<file path="src/websocket_frame_header_parser_assert.svh">
// Assertion macros for the frame header parser; empty when synthesizing.
`ifndef WEBSOCKET_FRAME_HEADER_PARSER_ASSERT_SVH
`define WEBSOCKET_FRAME_HEADER_PARSER_ASSERT_SVH

`ifndef SYNTHESIS

`define WSFHP_ASSERT(lbl, clk, rst_n, expr, msg) \
  lbl: assert property (@(posedge clk) disable iff (!rst_n) (expr)) else $error(msg);

`define WSFHP_ASSERT_IMP(lbl, clk, rst_n, ante, cons, msg) \
  lbl: assert property (@(posedge clk) disable iff (!rst_n) (ante) |-> (cons)) \
    else $error(msg);

`define WSFHP_ASSERT_NXT(lbl, clk, rst_n, ante, cons, msg) \
  lbl: assert property (@(posedge clk) disable iff (!rst_n) (ante) |=> (cons)) \
    else $error(msg);

`else

`define WSFHP_ASSERT(lbl, clk, rst_n, expr, msg)
`define WSFHP_ASSERT_IMP(lbl, clk, rst_n, ante, cons, msg)
`define WSFHP_ASSERT_NXT(lbl, clk, rst_n, ante, cons, msg)

`endif

`endif

</file>
<file path="src/wsfhp_pkg.sv">
// Shared types and constants of the frame header parser.
package wsfhp_pkg;

  typedef enum logic [2:0] {
    STAT_OK        = 3'd0,
    STAT_TOO_SMALL = 3'd1,
    STAT_MASKED    = 3'd2,
    STAT_TOO_LARGE = 3'd3,
    STAT_TRUNCATED = 3'd4
  } status_t;

  localparam logic KIND_PAYLOAD = 1'b0;
  localparam logic KIND_STATUS  = 1'b1;

  // One queue entry: what a single input byte causes downstream.
  typedef struct packed {
    logic        pay_v;
    logic        stat_v;
    logic [7:0]  data;
    logic        fin;
    logic [3:0]  opcode;
    status_t     status;
    logic [63:0] len;
  } rec_t;

endpackage

</file>
<file path="src/websocket_frame_header_parser.sv">
// Receive-side frame header parser: takes buffer bytes, gives payload and status.
//
// Input channel: one buffer byte per transaction (in_data_byte), with
// in_buffer_end set on the buffer's last byte. in_stall rises only when the
// internal queue is full.
// Result channel: payload-byte transactions for the body of an accepted frame,
// and one status transaction (ok, too small, masked, too large, truncated) for
// the buffer's last byte. out_last_result marks the last transaction of a byte.
// cfg_wr_en/cfg_wr_data set the largest accepted payload length (reset 1 MiB);
// write it only while the block is idle.
// Throughput: one byte per cycle while in_stall is low. A last byte that also
// forwards a payload byte gives two results, which the output stage sends one
// after the other; the queue (QUEUE_DEPTH entries) absorbs that and short
// output stalls. A result passes through the queue and then the output register.
// Reset clears the parser, the queue and the output register and restores the
// length limit. While out_stall is high the result register holds and the
// queue fills; once it is full in_stall is raised.
`include "websocket_frame_header_parser_assert.svh"

module websocket_frame_header_parser #(
  parameter int QUEUE_DEPTH = 4
) (
  input  logic        clk,
  input  logic        rst_n,
  input  logic        cfg_wr_en,
  input  logic [31:0] cfg_wr_data,
  input  logic        in_valid,
  output logic        in_stall,
  input  logic [7:0]  in_data_byte,
  input  logic        in_buffer_end,
  output logic        out_valid,
  input  logic        out_stall,
  output logic        out_result_kind,
  output logic [7:0]  out_payload_byte,
  output logic        out_fin_bit,
  output logic [3:0]  out_frame_opcode,
  output logic [2:0]  out_status,
  output logic [63:0] out_payload_length,
  output logic        out_last_result
);
  import wsfhp_pkg::*;

  rec_t push_rec;
  rec_t head;
  logic push;
  logic pop;
  logic q_full;
  logic q_empty;

  wsfhp_front u_front (
    .clk           (clk),
    .rst_n         (rst_n),
    .cfg_wr_en     (cfg_wr_en),
    .cfg_wr_data   (cfg_wr_data),
    .in_valid      (in_valid),
    .in_data_byte  (in_data_byte),
    .in_buffer_end (in_buffer_end),
    .q_full        (q_full),
    .in_stall      (in_stall),
    .push          (push),
    .push_rec      (push_rec)
  );

  wsfhp_queue #(
    .DEPTH (QUEUE_DEPTH)
  ) u_queue (
    .clk      (clk),
    .rst_n    (rst_n),
    .push     (push),
    .push_rec (push_rec),
    .pop      (pop),
    .head     (head),
    .full     (q_full),
    .empty    (q_empty)
  );

  wsfhp_back u_back (
    .clk                (clk),
    .rst_n              (rst_n),
    .head               (head),
    .empty              (q_empty),
    .pop                (pop),
    .out_stall          (out_stall),
    .out_valid          (out_valid),
    .out_result_kind    (out_result_kind),
    .out_payload_byte   (out_payload_byte),
    .out_fin_bit        (out_fin_bit),
    .out_frame_opcode   (out_frame_opcode),
    .out_status         (out_status),
    .out_payload_length (out_payload_length),
    .out_last_result    (out_last_result)
  );

  `WSFHP_ASSERT(a_queue_sane, clk, rst_n, !(q_full && q_empty), "queue both full and empty")
  `WSFHP_ASSERT_IMP(a_status_last, clk, rst_n, out_valid && out_result_kind == KIND_STATUS, out_last_result, "status result not last")
  `WSFHP_ASSERT_IMP(a_small_clean, clk, rst_n, out_valid && out_result_kind == KIND_STATUS && out_status == STAT_TOO_SMALL, out_payload_length == 64'd0 && !out_fin_bit, "too-small status carries header data")
  `WSFHP_ASSERT_NXT(a_end_queued, clk, rst_n, in_valid && !in_stall && in_buffer_end, !q_empty, "buffer end not queued")

endmodule

</file>
<file path="src/wsfhp_front.sv">
// Header parser front end: decodes each byte and queues the results it causes.
module wsfhp_front (
  input  logic             clk,
  input  logic             rst_n,
  input  logic             cfg_wr_en,
  input  logic [31:0]      cfg_wr_data,
  input  logic             in_valid,
  input  logic [7:0]       in_data_byte,
  input  logic             in_buffer_end,
  input  logic             q_full,
  output logic             in_stall,
  output logic             push,
  output wsfhp_pkg::rec_t  push_rec
);
  import wsfhp_pkg::*;

  typedef enum logic [3:0] {
    HS_FIRST = 4'b0001,
    HS_LEN   = 4'b0010,
    HS_EXT   = 4'b0100,
    HS_BODY  = 4'b1000
  } hstate_t;

  typedef enum logic [1:0] {
    REJ_NONE      = 2'd0,
    REJ_MASKED    = 2'd1,
    REJ_TOO_LARGE = 2'd2
  } reject_t;

  localparam logic [6:0]  LEN_EXT16       = 7'd126;
  localparam logic [31:0] MAX_PAYLOAD_RST = 32'h0010_0000;

  hstate_t     state_r, state_nxt;
  logic        fin_r, fin_nxt;
  logic [3:0]  op_r, op_nxt;
  logic        mask_r, mask_nxt;
  logic [2:0]  ext_r, ext_nxt;
  logic [63:0] len_r, len_nxt;
  logic [63:0] rem_r, rem_nxt;
  reject_t     rej_r, rej_nxt;
  logic [31:0] max_r;
  logic        acc;
  logic        done;
  logic        pay;

  assign in_stall = q_full;
  assign acc      = in_valid && !q_full;

  always_comb begin
    state_nxt = state_r;
    fin_nxt   = fin_r;
    op_nxt    = op_r;
    mask_nxt  = mask_r;
    ext_nxt   = ext_r;
    len_nxt   = len_r;
    rem_nxt   = rem_r;
    rej_nxt   = rej_r;
    done      = 1'b0;
    pay       = 1'b0;
    push_rec  = '0;
    if (acc) begin
      case (state_r)
        HS_FIRST: begin
          fin_nxt   = in_data_byte[7];
          op_nxt    = in_data_byte[3:0];
          state_nxt = HS_LEN;
        end
        HS_LEN: begin
          mask_nxt = in_data_byte[7];
          if (in_data_byte[6:0] < LEN_EXT16) begin
            len_nxt = 64'(in_data_byte[6:0]);
            done    = 1'b1;
          end else begin
            len_nxt   = '0;
            // remaining extended bytes minus one: 2 or 8 bytes
            ext_nxt   = (in_data_byte[6:0] == LEN_EXT16) ? 3'd1 : 3'd7;
            state_nxt = HS_EXT;
          end
        end
        HS_EXT: begin
          len_nxt = {len_r[55:0], in_data_byte};
          if (ext_r == 3'd0) begin
            done = 1'b1;
          end else begin
            ext_nxt = ext_r - 3'd1;
          end
        end
        HS_BODY: begin
          if (rej_r == REJ_NONE && rem_r != 64'd0) begin
            pay     = 1'b1;
            rem_nxt = rem_r - 64'd1;
          end
        end
        default: begin
          state_nxt = HS_FIRST;
        end
      endcase

      if (done) begin
        state_nxt = HS_BODY;
        rem_nxt   = len_nxt;
        if (mask_nxt) begin
          rej_nxt = REJ_MASKED;
        end else if (len_nxt > {32'd0, max_r}) begin
          rej_nxt = REJ_TOO_LARGE;
        end else begin
          rej_nxt = REJ_NONE;
        end
      end

      push_rec.pay_v  = pay;
      push_rec.stat_v = in_buffer_end;
      push_rec.data   = in_data_byte;
      push_rec.fin    = fin_nxt;
      push_rec.opcode = op_nxt;
      push_rec.len    = len_nxt;
      push_rec.status = STAT_OK;

      if (in_buffer_end) begin
        case (state_nxt)
          HS_FIRST, HS_LEN: begin
            push_rec.status = STAT_TOO_SMALL;
            push_rec.fin    = 1'b0;
            push_rec.opcode = 4'd0;
            push_rec.len    = '0;
          end
          HS_EXT: begin
            push_rec.status = STAT_TRUNCATED;
            push_rec.len    = '0;
          end
          HS_BODY: begin
            if (rej_nxt == REJ_MASKED) begin
              push_rec.status = STAT_MASKED;
            end else if (rej_nxt == REJ_TOO_LARGE) begin
              push_rec.status = STAT_TOO_LARGE;
            end else if (rem_nxt != 64'd0) begin
              push_rec.status = STAT_TRUNCATED;
            end else begin
              push_rec.status = STAT_OK;
            end
          end
          default: begin
            push_rec.status = STAT_TRUNCATED;
          end
        endcase
        // clear the frame for the next buffer
        state_nxt = HS_FIRST;
        fin_nxt   = 1'b0;
        op_nxt    = 4'd0;
        mask_nxt  = 1'b0;
        ext_nxt   = 3'd0;
        len_nxt   = '0;
        rem_nxt   = '0;
        rej_nxt   = REJ_NONE;
      end
    end
  end

  assign push = acc && (pay || in_buffer_end);

  always_ff @(posedge clk) begin
    if (!rst_n) begin
      state_r <= HS_FIRST;
      fin_r   <= 1'b0;
      op_r    <= 4'd0;
      mask_r  <= 1'b0;
      ext_r   <= 3'd0;
      len_r   <= '0;
      rem_r   <= '0;
      rej_r   <= REJ_NONE;
      max_r   <= MAX_PAYLOAD_RST;
    end else begin
      state_r <= state_nxt;
      fin_r   <= fin_nxt;
      op_r    <= op_nxt;
      mask_r  <= mask_nxt;
      ext_r   <= ext_nxt;
      len_r   <= len_nxt;
      rem_r   <= rem_nxt;
      rej_r   <= rej_nxt;
      if (cfg_wr_en) begin
        max_r <= cfg_wr_data;
      end
    end
  end

endmodule

</file>
<file path="src/wsfhp_queue.sv">
// Short queue of decoded entries between the parser front and the output side.
module wsfhp_queue #(
  parameter int DEPTH = 4
) (
  input  logic             clk,
  input  logic             rst_n,
  input  logic             push,
  input  wsfhp_pkg::rec_t  push_rec,
  input  logic             pop,
  output wsfhp_pkg::rec_t  head,
  output logic             full,
  output logic             empty
);
  import wsfhp_pkg::*;

  localparam int AW = $clog2(DEPTH);
  localparam int CW = $clog2(DEPTH + 1);

  rec_t          mem [DEPTH];
  logic [AW-1:0] wr_ptr_r, wr_ptr_nxt;
  logic [AW-1:0] rd_ptr_r, rd_ptr_nxt;
  logic [CW-1:0] cnt_r, cnt_nxt;
  logic          do_push;
  logic          do_pop;

  assign full    = (cnt_r == CW'(DEPTH));
  assign empty   = (cnt_r == '0);
  assign do_push = push && !full;
  assign do_pop  = pop && !empty;
  assign head    = mem[rd_ptr_r];

  always_comb begin
    wr_ptr_nxt = wr_ptr_r;
    rd_ptr_nxt = rd_ptr_r;
    cnt_nxt    = cnt_r;
    if (do_push) begin
      wr_ptr_nxt = (wr_ptr_r == AW'(DEPTH - 1)) ? '0 : wr_ptr_r + AW'(1);
    end
    if (do_pop) begin
      rd_ptr_nxt = (rd_ptr_r == AW'(DEPTH - 1)) ? '0 : rd_ptr_r + AW'(1);
    end
    if (do_push && !do_pop) begin
      cnt_nxt = cnt_r + CW'(1);
    end else if (do_pop && !do_push) begin
      cnt_nxt = cnt_r - CW'(1);
    end
  end

  always_ff @(posedge clk) begin
    if (do_push) begin
      mem[wr_ptr_r] <= push_rec;
    end
  end

  always_ff @(posedge clk) begin
    if (!rst_n) begin
      wr_ptr_r <= '0;
      rd_ptr_r <= '0;
      cnt_r    <= '0;
    end else begin
      wr_ptr_r <= wr_ptr_nxt;
      rd_ptr_r <= rd_ptr_nxt;
      cnt_r    <= cnt_nxt;
    end
  end

endmodule

</file>
<file path="src/wsfhp_back.sv">
// Output side: expands each queued entry into one or two registered results.
module wsfhp_back (
  input  logic             clk,
  input  logic             rst_n,
  input  wsfhp_pkg::rec_t  head,
  input  logic             empty,
  output logic             pop,
  input  logic             out_stall,
  output logic             out_valid,
  output logic             out_result_kind,
  output logic [7:0]       out_payload_byte,
  output logic             out_fin_bit,
  output logic [3:0]       out_frame_opcode,
  output logic [2:0]       out_status,
  output logic [63:0]      out_payload_length,
  output logic             out_last_result
);
  import wsfhp_pkg::*;

  logic        valid_r;
  logic        phase_r, phase_nxt;
  logic        kind_r;
  logic [7:0]  byte_r;
  logic        fin_r;
  logic [3:0]  op_r;
  status_t     stat_r;
  logic [63:0] len_r;
  logic        last_r;
  logic        load;
  logic        emit;
  logic        both;
  logic        emit_stat;

  assign load      = !valid_r || !out_stall;
  assign emit      = load && !empty;
  assign both      = head.pay_v && head.stat_v;
  // status goes out after the payload byte when the entry carries both
  assign emit_stat = head.stat_v && (phase_r || !head.pay_v);
  assign pop       = emit && (phase_r || !both);

  always_comb begin
    phase_nxt = phase_r;
    if (emit) begin
      phase_nxt = phase_r ? 1'b0 : both;
    end
  end

  always_ff @(posedge clk) begin
    if (!rst_n) begin
      valid_r <= 1'b0;
      phase_r <= 1'b0;
    end else begin
      phase_r <= phase_nxt;
      if (load) begin
        valid_r <= !empty;
      end
    end
  end

  always_ff @(posedge clk) begin
    if (emit) begin
      fin_r <= head.fin;
      op_r  <= head.opcode;
      len_r <= head.len;
      if (emit_stat) begin
        kind_r <= KIND_STATUS;
        byte_r <= 8'd0;
        stat_r <= head.status;
        last_r <= 1'b1;
      end else begin
        kind_r <= KIND_PAYLOAD;
        byte_r <= head.data;
        stat_r <= STAT_OK;
        last_r <= !head.stat_v;
      end
    end
  end

  assign out_valid          = valid_r;
  assign out_result_kind    = kind_r;
  assign out_payload_byte   = byte_r;
  assign out_fin_bit        = fin_r;
  assign out_frame_opcode   = op_r;
  assign out_status         = stat_r;
  assign out_payload_length = len_r;
  assign out_last_result    = last_r;

endmodule
</file>
<file path="config.mk">
export PLATFORM = sky130hd
export DESIGN_NAME = websocket_frame_header_parser
export DESIGN_NICKNAME = d
export VERILOG_FILES = /design/src/wsfhp_pkg.sv /design/src/websocket_frame_header_parser.sv /design/src/wsfhp_front.sv /design/src/wsfhp_queue.sv /design/src/wsfhp_back.sv
export VERILOG_INCLUDE_DIRS = /design/src /design/src/src
export SDC_FILE = /design/constraint.sdc
export NUM_CORES = 1
export LEC_CHECK = 0
export BUFFER_PORTS_ARGS = -buffer_cell sky130_fd_sc_hd__clkbuf_2
export CAP_MARGIN = 20
export CORE_MARGIN = 2
export CORE_UTILIZATION = 45
export CTS_CLUSTER_SIZE = 8
export DETAILED_ROUTE_END_ITERATION = 8
export GPL_ROUTABILITY_DRIVEN = 0
export PLACE_DENSITY_LB_ADDON = 0.1
export SETUP_SLACK_MARGIN = 0.05
export SYNTH_ARGS = -nofsm -noshare
export SYNTH_HDL_FRONTEND = slang
export SYNTH_SLANG_ARGS = --single-unit
</file>
<file path="constraint.sdc">
create_clock -name clk -period 6.5 [get_ports clk]
set_clock_uncertainty 0.15 [all_clocks]
set_input_delay 1.3 -clock clk [delete_from_list [all_inputs] [get_ports clk]]
set_output_delay 1.3 -clock clk [all_outputs]
set_load 0.05 [all_outputs]
</file>
==> results.md <==
* Post-CTS Resized at 0
* Core ar. at ~57000 sq um
* CTS sink cnt at about 600
* Power density over the cells at 376 nW/um^2
* Pre-CTS WS at slightly above 0.8 ns
* Setup slack, reg-to-reg at 0.79 ns
* Hold Path Class: flip-flop to flip-flop
* Routed wire length at between 60 and 70 mm
* Worst path slowest cell: nor4b_1
* Min-delay src: u_front.max_r[20]
* Largest net degree at the start of global routing at approximately 110
* Most common flop cell mapped by yosys: edfxtp_1
* Vias after detailed routing at 17.1k
* Register bit total from synthesis at approximately 600
* Crit path DAT at just under 6 ns
* CP endpoint kind: flip-flop
* Routed Antenna Nets at 0
* Endpoints failing setup at 0
* IO buf count at 129
* RR Endpoint: u_queue.mem[2][66]
* DP Wirelength at roughly 44 mm
* Worst-Margin Slew at 1.02 ns
* Num rows at between 80 and 90
* Bufs and invs on worst path at 2
* Max incr delay on CP at 0.65 ns
* Worst-path cell chain: nor4b_1 -> nor2_4 -> buf_4 -> a22oi_1 -> inv_1 -> ha_1 -> a21o_1 -> a21o_1 -> a21o_1 -> a21o_1 -> a21o_1 -> a21o_1 -> a211o_1 -> a221oi_1 -> nor3_1 -> a21o_1 -> ha_1 -> nor3_1 -> o21ai_0 -> a31oi_1
* Synthesized net count at between 2k and 2.5k
* Layout Nets at around 2.2k
* EDFF count, synth at 410
* Worst hold stages at 2
* Syn avg cell area at roughly 13 sq um
* Startpoint types: flip-flop
* Setup Total Neg Slack at 0 ns
* Mapped cell area at about 26000 sq um
* 1st-iter DRT viols at 1557
* Worst VDD drop at approximately 0.00024 V
* GRT Util Overall at between 20% and 30%
* Yosys cell types at 64
* N_diodes at 0
* DRC viols at 0
* Hold Buf Count CTS at 0
* Initial Util at between 40 and 50%
* CTS tree: built
* CP dominant cell by count: a21o_1
* Min-Delay Endpoint: u_front.max_r[20]
* Fin crit period at 5.71 ns
* Gr ovfl total at 0
* Die Footprint at 59700 sq um
* Antenna violations before repair at 0
* H-tree depth at 3
* YS warnings at 0
* Vias in the first global route at about 17k
* Final hold viol count at 0
* Max cap viols at 0
* Worst skew pair latency at just over 0.6 ns
* Relative slew slack at a little under a third
* Total CTS buffers at 84
* Slew Viols, Final at 0
* Cell count of the worst reg-to-reg path at 20
* CTS Buffer Depth at 3
* Layout cells sized above 1 at between 10% and 20%
* Worst path top cell family by delay: compound AO/OA/AOI/OAI gates
* Die W at roughly 240 um
* Post-synth top area cell: edfxtp_1
* Most common cell after layout, fill and taps aside: edfxtp_1
* Clock transition at path regs at 0.05 ns
* Outcome: finished, final reports clean
* CP max FO at 21
* F_max at 175 MHz
* Required time worst endpoint at 6.75 ns
* Area grow syn2layout at 15.4%
* Fillers at between 4k and 5k
* Final period utilization at between 80% and 90%
* RSZ-0062 raised after global routing: no
* Fraction of registers with async set/reset at 0%
* Cell count after synthesis at 1985
* Most frequent cells in the layout: edfxtp_1, dfxtp_1, nor2b_1
* Postcts setup bufs at 0
* Sequential area share after synthesis at between 60% and 70%
* Synth top area cells: edfxtp_1, dfxtp_1, mux4_2
* IO Count at 130
* First-pass GRT wire length at between 100 and 150 mm
* Die Ht at about 240 um
* First-pass DRT Iterations at 6
* Reg2reg start: u_front.state_r[1]
* CTS Root Cell: clkbuf_16
* WL/cell at 23.2 um
* Setup ws final at slightly below 0.8 ns
* Post-synth top area share at between 40% and 50%
* Vias/cell at 5.83
* Static leakage at about 0.011 uW
* CP Class: flip-flop to flip-flop
==> Yosys cell counts, types with 4 or more instances <==
cell type and n:
a21oi_1 31, nor3_1 32, clkbuf_1 101, inv_1 55, and2_1 55, buf_2 4
o22ai_1 6, a21boi_0 7, or4_1 25, a22oi_1 126, edfxtp_1 410, or2_2 5
a22o_1 29, xor2_1 13, nand2_1 94, nor2_1 111, a32oi_1 8, a21o_1 18
mux2i_1 52, o41ai_1 4, nand3_1 15, nor4_1 32, a31oi_1 23, mux4_2 82
nand4_1 22, nand3b_1 6, and3_1 26, a211oi_1 6, ha_1 44, nor4b_1 4
xnor2_1 27, nand2b_1 8, o211ai_1 4, buf_1 20, o31ai_1 6, o21a_1 6
nor2b_1 153, or3_1 22, dfxtp_1 186, o21ai_0 70
==> registers in the layout (all words and copies together) (netlist names), 3 cells and up, named ones only <==
register,cells
u_back.out_payload_byte,8
u_queue.mem,328
u_front.rem_r,64
u_back.out_frame_opcode,4
u_queue.cnt_r,3
u_front.ext_r,3
u_back.out_payload_length,64
u_front.state_r,4
u_back.out_status,3
u_front.op_r,4
u_front.max_r,32
u_front.len_r,64
==> per-stage QoR <==
stage	area (sq um)	hold WS (ns)	power [uW]	util (%)	instances
after global routing	30000	0.379	11700	52.3	2938
after detailed placement	27600	0.339	7360	48.0	2787
after floorplan	26000	0.311	6700	-	1985
after CTS	30000	0.351	11400	52.3	2937
after global placement	27600	0.336	7340	48.0	2787
final	30000	0.351	11300	52.3	2938
==> cells by family after synthesis <==
kind of cell | after synthesis | share of synthesized area (%)
adder cells (fa/ha/maj) | 45 | 2.19
AND/OR/NAND/NOR | 623 | 13.2
XOR/XNOR | 40 | 1.35
flip-flops | 596 | 61.7
multiplexers | 134 | 9.10
buffers and inverters | 183 | 2.75
AO/OA/AOI/OAI | 364 | 9.76
==> routing by layer <==
metal	routed length (um)	GRT usage, %
met1	30100	32.0
met4	2080	8.79
met3	4010	3.52
met5	0	0
met2	32000	35.8
==> layout make-up <==
type | count | area [sq um] | share of cell area [%]
multi-input cells | 1206 | 9340 | 31.1
flip-flops and latches | 596 | 16000 | 53.5
clock inverters | 5 | 58.8 | 0.196
inverters | 55 | 206 | 0.688
repair buffers | 166 | 1030 | 3.42
clock buffers | 145 | 2370 | 7.91
well taps | 765 | 957 | 3.19
==> power by group <==
group	switching, uW	internal [uW]	total, uW	leakage (uW)
clock network	1580	2460	4040	0.00116
registers	175	4580	4760	0.00537
logic	1820	663	2480	0.00428
total	3580	7700	11300	0.0108
==> worst max-delay path by stage <==
stage | from | to | slack (ns) | depth (start not counted)
2_1_floorplan | u_front.rem_r[0] | u_queue.mem[0][0] | 0.18 | 11
3_3_place_gp | in_data_byte[3] | u_queue.mem[0][66] | 1.01 | 21
3_5_place_dp | in_data_byte[3] | u_queue.mem[3][66] | 0.83 | 21
4_1_cts | u_front.state_r[1] | u_queue.mem[2][66] | 0.87 | 20
5_1_grt | u_front.state_r[1] | u_queue.mem[2][66] | 0.44 | 20
6_report | u_front.state_r[1] | u_queue.mem[2][66] | 0.79 | 20
==> worst min-delay path: cells and delay by family (launching register included) <==
kind,cells,cell delay [ns]
DFF,1,0.29
AOI/OAI and AO/OA,1,0.08
buffers and inverters,1,0.08
Note: power is estimated with default switching activity, not from simulation.
